**src/sv/bkem_pkg.sv**
```systemverilog
// bkem_pkg: shared constants, item kind codes and control structs for the
// approximate bitap matcher. No dependencies.
package bkem_pkg;

    localparam int PATTERN_BITS_DEF     = 64;
    localparam int MAX_ERRORS_LIMIT_DEF = 4;
    localparam int ALPHABET_SIZE_DEF    = 128;

    localparam int KIND_W = 2;
    localparam int SYM_W  = 7;
    localparam int CFG_W  = 3;

    localparam logic [KIND_W-1:0] KIND_CLEAR    = 2'd0;
    localparam logic [KIND_W-1:0] KIND_PATTERN  = 2'd1;
    localparam logic [KIND_W-1:0] KIND_TEXT     = 2'd2;
    localparam logic [KIND_W-1:0] KIND_NEW_TEXT = 2'd3;

    localparam logic [CFG_W-1:0] MAX_ERRORS_RESET = 3'd1;

    // Mask table control, driven by the issue/execute stages
    typedef struct packed {
        logic load;   // read issued for the item entering execute
        logic fire;   // execute stage completes its item
        logic wr_en;  // write back the updated mask
        logic clr;    // empty the whole table
    } mask_ctrl_t;

    // Row bank control
    typedef struct packed {
        logic step;   // advance all rows by one text symbol
        logic zero;   // clear all rows
    } row_ctrl_t;

endpackage

```
**src/sv/bkem_row_unit.sv**
```systemverilog
// bkem_row_unit: exact row and error rows of the k-error bitap recurrence,
// with the end-of-pattern test on the selected row. Depends on bkem_pkg.
module bkem_row_unit
    import bkem_pkg::*;
#(
    parameter int PATTERN_BITS     = PATTERN_BITS_DEF,
    parameter int MAX_ERRORS_LIMIT = MAX_ERRORS_LIMIT_DEF,
    parameter int ROWS             = MAX_ERRORS_LIMIT + 1,
    parameter int ROW_W            = $clog2(ROWS),
    parameter int LEN_W            = $clog2(PATTERN_BITS + 1),
    parameter int POS_W            = $clog2(PATTERN_BITS)
) (
    input  logic                    aclk,
    input  logic                    aresetn,
    input  row_ctrl_t               ctrl,
    input  logic [PATTERN_BITS-1:0] mask,
    input  logic [ROW_W-1:0]        sel,
    input  logic [LEN_W-1:0]        pattern_len,
    output logic                    hit
);

    logic [PATTERN_BITS-1:0] row_reg  [ROWS];
    logic [PATTERN_BITS-1:0] row_next [ROWS];
    logic [LEN_W-1:0]        len_m1;

    always_comb begin
        row_next[0] = ((row_reg[0] << 1) | PATTERN_BITS'(1)) & mask;
        for (int d = 1; d < ROWS; d++) begin
            row_next[d] = row_reg[d-1] | (row_next[d-1] << 1) | (row_reg[d-1] << 1)
                        | PATTERN_BITS'(1) | ((row_reg[d] << 1) & mask);
        end
    end

    assign len_m1 = pattern_len - LEN_W'(1);
    assign hit    = (pattern_len != '0) && row_next[sel][len_m1[POS_W-1:0]];

    always_ff @(posedge aclk) begin
        if (!aresetn) begin
            for (int d = 0; d < ROWS; d++) begin
                row_reg[d] <= '0;
            end
        end else if (ctrl.zero) begin
            for (int d = 0; d < ROWS; d++) begin
                row_reg[d] <= '0;
            end
        end else if (ctrl.step) begin
            for (int d = 0; d < ROWS; d++) begin
                row_reg[d] <= row_next[d];
            end
        end
    end

endmodule

```
**config.mk**
```make
export PLATFORM = sky130hd
export DESIGN_NAME = bkem_row_unit
export DESIGN_NICKNAME = d
export VERILOG_FILES = /design/src/sv/bkem_pkg.sv /design/src/sv/bkem_row_unit.sv
export SDC_FILE = /design/constraint.sdc
export NUM_CORES = 1
export LEC_CHECK = 0
export CORE_MARGIN = 2
export CORE_UTILIZATION = 55
export CTS_CLUSTER_DIAMETER = 60
export DETAILED_ROUTE_END_ITERATION = 8
export DONT_BUFFER_PORTS = 1
export PLACE_DENSITY = 0.8
export SLEW_MARGIN = 15
export SYNTH_ARGS = -nofsm -noshare
export SYNTH_HDL_FRONTEND = slang
export SYNTH_SLANG_ARGS = --single-unit
export TNS_END_PERCENT = 30
```
**constraint.sdc**
```tcl
create_clock -name aclk -period 8.5 [get_ports aclk]
set_input_delay 2.125 -clock aclk [delete_from_list [all_inputs] [get_ports aclk]]
set_output_delay 2.125 -clock aclk [all_outputs]
set_load 0.02 [all_outputs]
```
After elaboration in Yosys (flattened, before gate mapping)
Memories as Yosys holds them, arrays and structs flattened.
Cells that the tools add are included.

storage, ports and cells
  bits in registers = 0
  latch bits = 0
  RAM bits = 320
  bits in read-only memories = 0
  input port bits = 78
  output and inout bits = 1
  logic and storage cells = 57
  memories = 1

cells by class
  $add $sub $neg = 1
  multiply operators = 0
  divide/modulo/power cells = 0
  $lt $le $gt $ge = 2
  equal/unequal tests = 0
  shift-type cells = 0
  mux-type cells = 23
  bitwise gates (word level) = 28
  reductions and logical operators = 2

memory list
  memory   words  bits a word  rd ports  clocked after memory_dff  wr ports  line                 RTL
  row_reg  5      64           5         0                         5         bkem_row_unit.sv:22  logic [PATTERN_BITS-1:0] row_reg [ROWS];

operators with widths
  cell                                                number
  two-way mux 64 bit                                  12
  OR 64 bit                                           12
  AND 64 bit                                          5
  binary-select mux 64 bit (select 3 bit)             1
  OR 1 bit                                            10
  two-way mux 1 bit                                   9
  < comparator 6 x 7 -> 1 bit, second input constant  1
  nonzero test 7 bit                                  1
  binary-select mux 1 bit (select 6 bit)              1
  subtractor 6 x 1 -> 6 bit, second input constant    1
  >= comparator 4 bit, second input constant          1
  NOT 3 -> 4 bit                                      1
  logical AND 1 bit                                   1

Depth between registers and ports, before layout
  depth after elaboration = 19
  mapped depth = 14
  gate-level depth less buffers = 10

Worst setup path before layout
OpenSTA, ideal clock, no wires.

  path type = input -> output
  from = input port pattern_len[0]
  to = output port hit
  data arrival time = 5.007 ns
  required time = 6.375 ns
  path slack = 1.368 ns
  stages on the path = 13
  buffers on the path = 5
  cell sequence = clkinv_1 -> clkbuf_1 -> clkbuf_1 -> ha_1 -> clkbuf_1 -> clkbuf_1 -> clkbuf_1 -> nor4_1 -> nand4_1 -> a41oi_1 -> nor4_1 -> a211oi_1 -> o32ai_1

on the way
  longest elaborated chain between the ends = 4
  elaborated cells between the ends (all ways) = 5
  those cells by class = 1 x add/sub; 2 x mux; 2 x reduce/logical

ends and longest elaborated chain
  element                                  line                 RTL
  from (decl)                              bkem_row_unit.sv:18  input logic [LEN_W-1:0] pattern_len,
  subtractor 6 x 1 -> 6 bit                bkem_row_unit.sv:34  assign len_m1 = pattern_len - LEN_W'(1);
  binary-select mux 1 bit (select 6 bit)   bkem_row_unit.sv:35  assign hit = (pattern_len != '0) && row_next[sel][len_m1[POS_W-1:0]];
  two-way mux 1 bit (implied by the code)  bkem_row_unit.sv:35
  logical AND 1 bit (*)                    bkem_row_unit.sv:35
  to (decl)                                bkem_row_unit.sv:19  output logic hit

Every way passes the cells marked *; elsewhere a longest branch is shown, timed or not. The select of a mux whose other input is x is not followed.

Final worst setup path
  from = input port sel[0]
  to = output port hit

on the way
  longest elaborated chain between the ends = 7

ends and longest elaborated chain
  element                                                 line                 RTL
  from (decl)                                             bkem_row_unit.sv:17  input logic [ROW_W-1:0] sel,
  NOT 3 -> 4 bit (implied by the code)                    bkem_row_unit.sv:35
  binary-select mux 64 bit (select 3 bit)                 bkem_row_unit.sv:35
  two-way mux 64 bit (implied by the code) (2 in series)  bkem_row_unit.sv:35
  binary-select mux 1 bit (select 6 bit)                  bkem_row_unit.sv:35
  two-way mux 1 bit (implied by the code)                 bkem_row_unit.sv:35
  logical AND 1 bit                                       bkem_row_unit.sv:35

Every way passes these cells. The select of a mux whose other input is x is not followed.

==> run_results.csv <==
group,metric,value,unit
place,place_area,17700,um2
routing,initialDrtViolationCount,2818,
routing,num_vias,15460,
logic_synthesis,synth_edf_count,310,
die,core,31400,um2
logic_synthesis,yosys_warnings,0,
sta,tns,0,ns
global_routing,grt_first_pass_wirelength,84.4,mm
cts,postCtsSetupBuffers,0,
hold_path,holdPathStages,2,
logic_synthesis,ys_seq_elements,310,
final_layout,largest_reg_flops,310,
sta,tightest_slew,1.11,ns
cts,insertion_delay,0.52,ns
final_layout,drive_gt1_share,6.72,%
routing,post-route-drc-count,0,
die,start_util,55.6,%
critical_path,critPathBufInv,3,
die,die-width,182,um
critical_path,arrival,5.13,ns
critical_path,critPathTopFamily,"buffers and inverters",
die,io_pins,79,
sta,min_period_over_period,85.4,%
critical_path,path_depth,10,
cts,clockRootBuffer,"clkbuf_16",
routing,ant_nets,0,
place,place_hpwl,36.5,mm
final_layout,nNetsFinal,1680,
logic_synthesis,syn_nets,1723,
final_layout,final_common_cell,"edfxtp_1",
logic_synthesis,async_reset_ff_share,0,%
logic_synthesis,ys_types,89,
routing,wirelength,54.0,mm
final_layout,instances_no_fill,2024,
critical_path,r2r.worst_path.cells,5,
sta,period_needed,7.26,ns
die,die_height,182,um
critical_path,end_kind,"output pin",
pwr,p_sw,1.08,mW
pwr,seq_power_share,47.6,%
place,gp_congestion,0.980,
cts,clockBufferDepth,3,
final_layout,stdcell_area,18700,um2
critical_path,cp.required,6.38,ns
sta,setup-violations-final,0,
cts,path_clk_slew,0.06,ns
cts,hold_buffers,0,
sta,hold_violations,0,
job,drv_cap,0,
critical_path,worstPathCellList,"inv_1 > buf_4 > nor3_1 > a211oi_1 > o32a_1 > a32oi_1 > a311oi_1 > a211oi_1 > o32ai_1 > buf_4",
die,die_area,33200,um2
global_routing,grt_max_degree,189,
sta,clock.fmax,0.138,GHz
cts,cts_htree_levels,2,
critical_path,path_class,"in2out",
pwr,p_per_area,209,nW/um2
logic_synthesis,syn-cell-area,17500,um2
critical_path,critical-path-slowest-cell,"inv_1",
pwr,sw_frac_of_total,27.5,%
place,place_inst,1967,
critical_path,critPathMaxStageDelay,0.86,ns
cts,cts.sinks,310,
routing,firstDrtPassIters,6,
sta,clock_skew,0.00854,ns
logic_synthesis,synth_ff_type,"edfxtp_1",
final_layout,fill_cells,2512,
pwr,comb_power_share,15.6,%
pwr,p_int,2.84,mW
routing,vias_per_cell,7.64,
global_routing,track_usage,32.0,%
logic_synthesis,synthCells,1644,
final_layout,synthToLayoutAreaGrowth,7.24,%
global_routing,antenna_found_initial,1,
critical_path,crit_fanout,118,
logic_synthesis,avgSynthCellArea,10.6,um2
sta,rsz0062_at_grt,"no",
logic_synthesis,seq_area_frac_synth,53.3,%
global_routing,grt_overflow,0,
place,portBuffers,0,
critical_path,cp-start-kind,"input port",
global_routing,grt_pass1_vias,14664,
sta,maxSlewViolCount,0,
hold_path,hold_path.class,"reg2reg",
final_layout,layout_common_cells,"310 x edfxtp_1, 230 x nor2_1, 187 x a211oi_1, 155 x a21oi_1, 111 x nand2_1",
die,row_count,65,
outcome,status,"completed",
cts,cts_resized,0,
pwr,clock_power_share,36.7,%
cts,cts_tree,"done",
sta,hold-worst-slack,0.617,ns
cts,cts_buffers,34,
routing,wl_per_cell,26.7,um
sta,slew_headroom,25.8,%
pwr,ir_worst_vdd,188,uV
pwr,leakage,6.86,nW
cell families after synthesis:
family,after synthesis,synth area share [%]
AO/OA/AOI/OAI,641,27.1
XOR/XNOR,6,0.344
adder cells (fa/ha/maj),1,0.0716
buffers and inverters,102,2.71
flip-flops,310,53.3
multiplexers,9,0.666
AND/OR/NAND/NOR,575,15.8
worst paths after layout:
check                           slack [ns]               to             from
worst max-delay path                  1.24              hit           sel[0]
worst min-delay path                  0.62  row_reg[0][255]  row_reg[0][191]
worst max register to register        6.10  row_reg[0][309]   row_reg[0][49]
worst min register to register        0.62  row_reg[0][255]  row_reg[0][191]
tightest hold or removal path: stages, from the launching register on:
cell      delay, ns
edfxtp_1       0.33
a211oi_1       0.06
a21oi_1        0.12
power groups by stage:
stage	clock (mW)	combinational, mW	sequential, mW
floorplan	0	0.445	1.87
global route	1.50	0.652	1.88
detailed placement	0	0.584	1.89
CTS	1.44	0.590	1.86
global placement	0	0.579	1.89
finish	1.44	0.614	1.87
synth_stat cells, types with 6 or more instances:
library cell	n	area [um2]
a2111oi_0	11	96.3
a2111oi_2	7	105
a211o_1	53	464
a211oi_1	187	1400
a211oi_2	14	175
a21oi_1	155	776
a221oi_1	7	61.3
a311o_1	6	60.1
a311oi_1	14	123
a31o_2	6	52.6
a31oi_1	54	338
a32oi_1	7	61.3
and2_1	58	363
and3_1	51	319
and4_1	7	61.3
buf_2	25	125
clkbuf_1	56	210
edfxtp_1	310	9310
inv_1	6	22.5
mux2i_1	6	60.1
nand2_1	111	417
nand3_1	37	185
nand4_1	19	119
nor2_1	230	863
nor3_1	19	95.1
nor4_1	7	43.8
o211ai_1	6	45.0
o21ai_0	18	90.1
o221ai_1	11	96.3
o22ai_1	8	50.1
o31ai_1	8	60.1
per-stage QoR:
| stage | power, mW | setup slack [ns] | util [%] |
|---|---|---|---|
| finish | 3.92 | 1.24 | 59.7 |
| global route | 4.03 | 1.25 | 59.7 |
| CTS | 3.90 | 1.34 | 59.7 |
| detailed placement | 2.48 | 1.32 | 56.3 |
| global placement | 2.47 | 1.46 | 56.3 |
| floorplan | 2.32 | 1.37 | - |
routing by layer:
layer  part of all wire [%]  up-vias  wire, um  global-route usage [%]
met3                     13      209      7280                    8.16
met1                     38     7365     20600                    44.7
met4                    4.8        2      2610                    14.2
li1                       -     6570         -                       -
met2                     43     1314     23400                    47.5
met5                  0.059        -        32                   0.741
area by class of cell:
| cell class | count | area, um2 | area share [%] |
|---|---|---|---|
| Sequential cell | 310 | 9310 | 49.7 |
| Clock buffer | 41 | 941 | 5.02 |
| Timing Repair Buffer | 16 | 145 | 0.775 |
| Inverter | 7 | 26.3 | 0.140 |
| Antenna cell | 1 | 2.50 | 0.0134 |
| Multi-Input combinational cell | 1232 | 7690 | 41.0 |
| Tap cell | 402 | 503 | 2.69 |
| Clock inverter | 15 | 118 | 0.628 |
(Power assumes the default switching activity.)
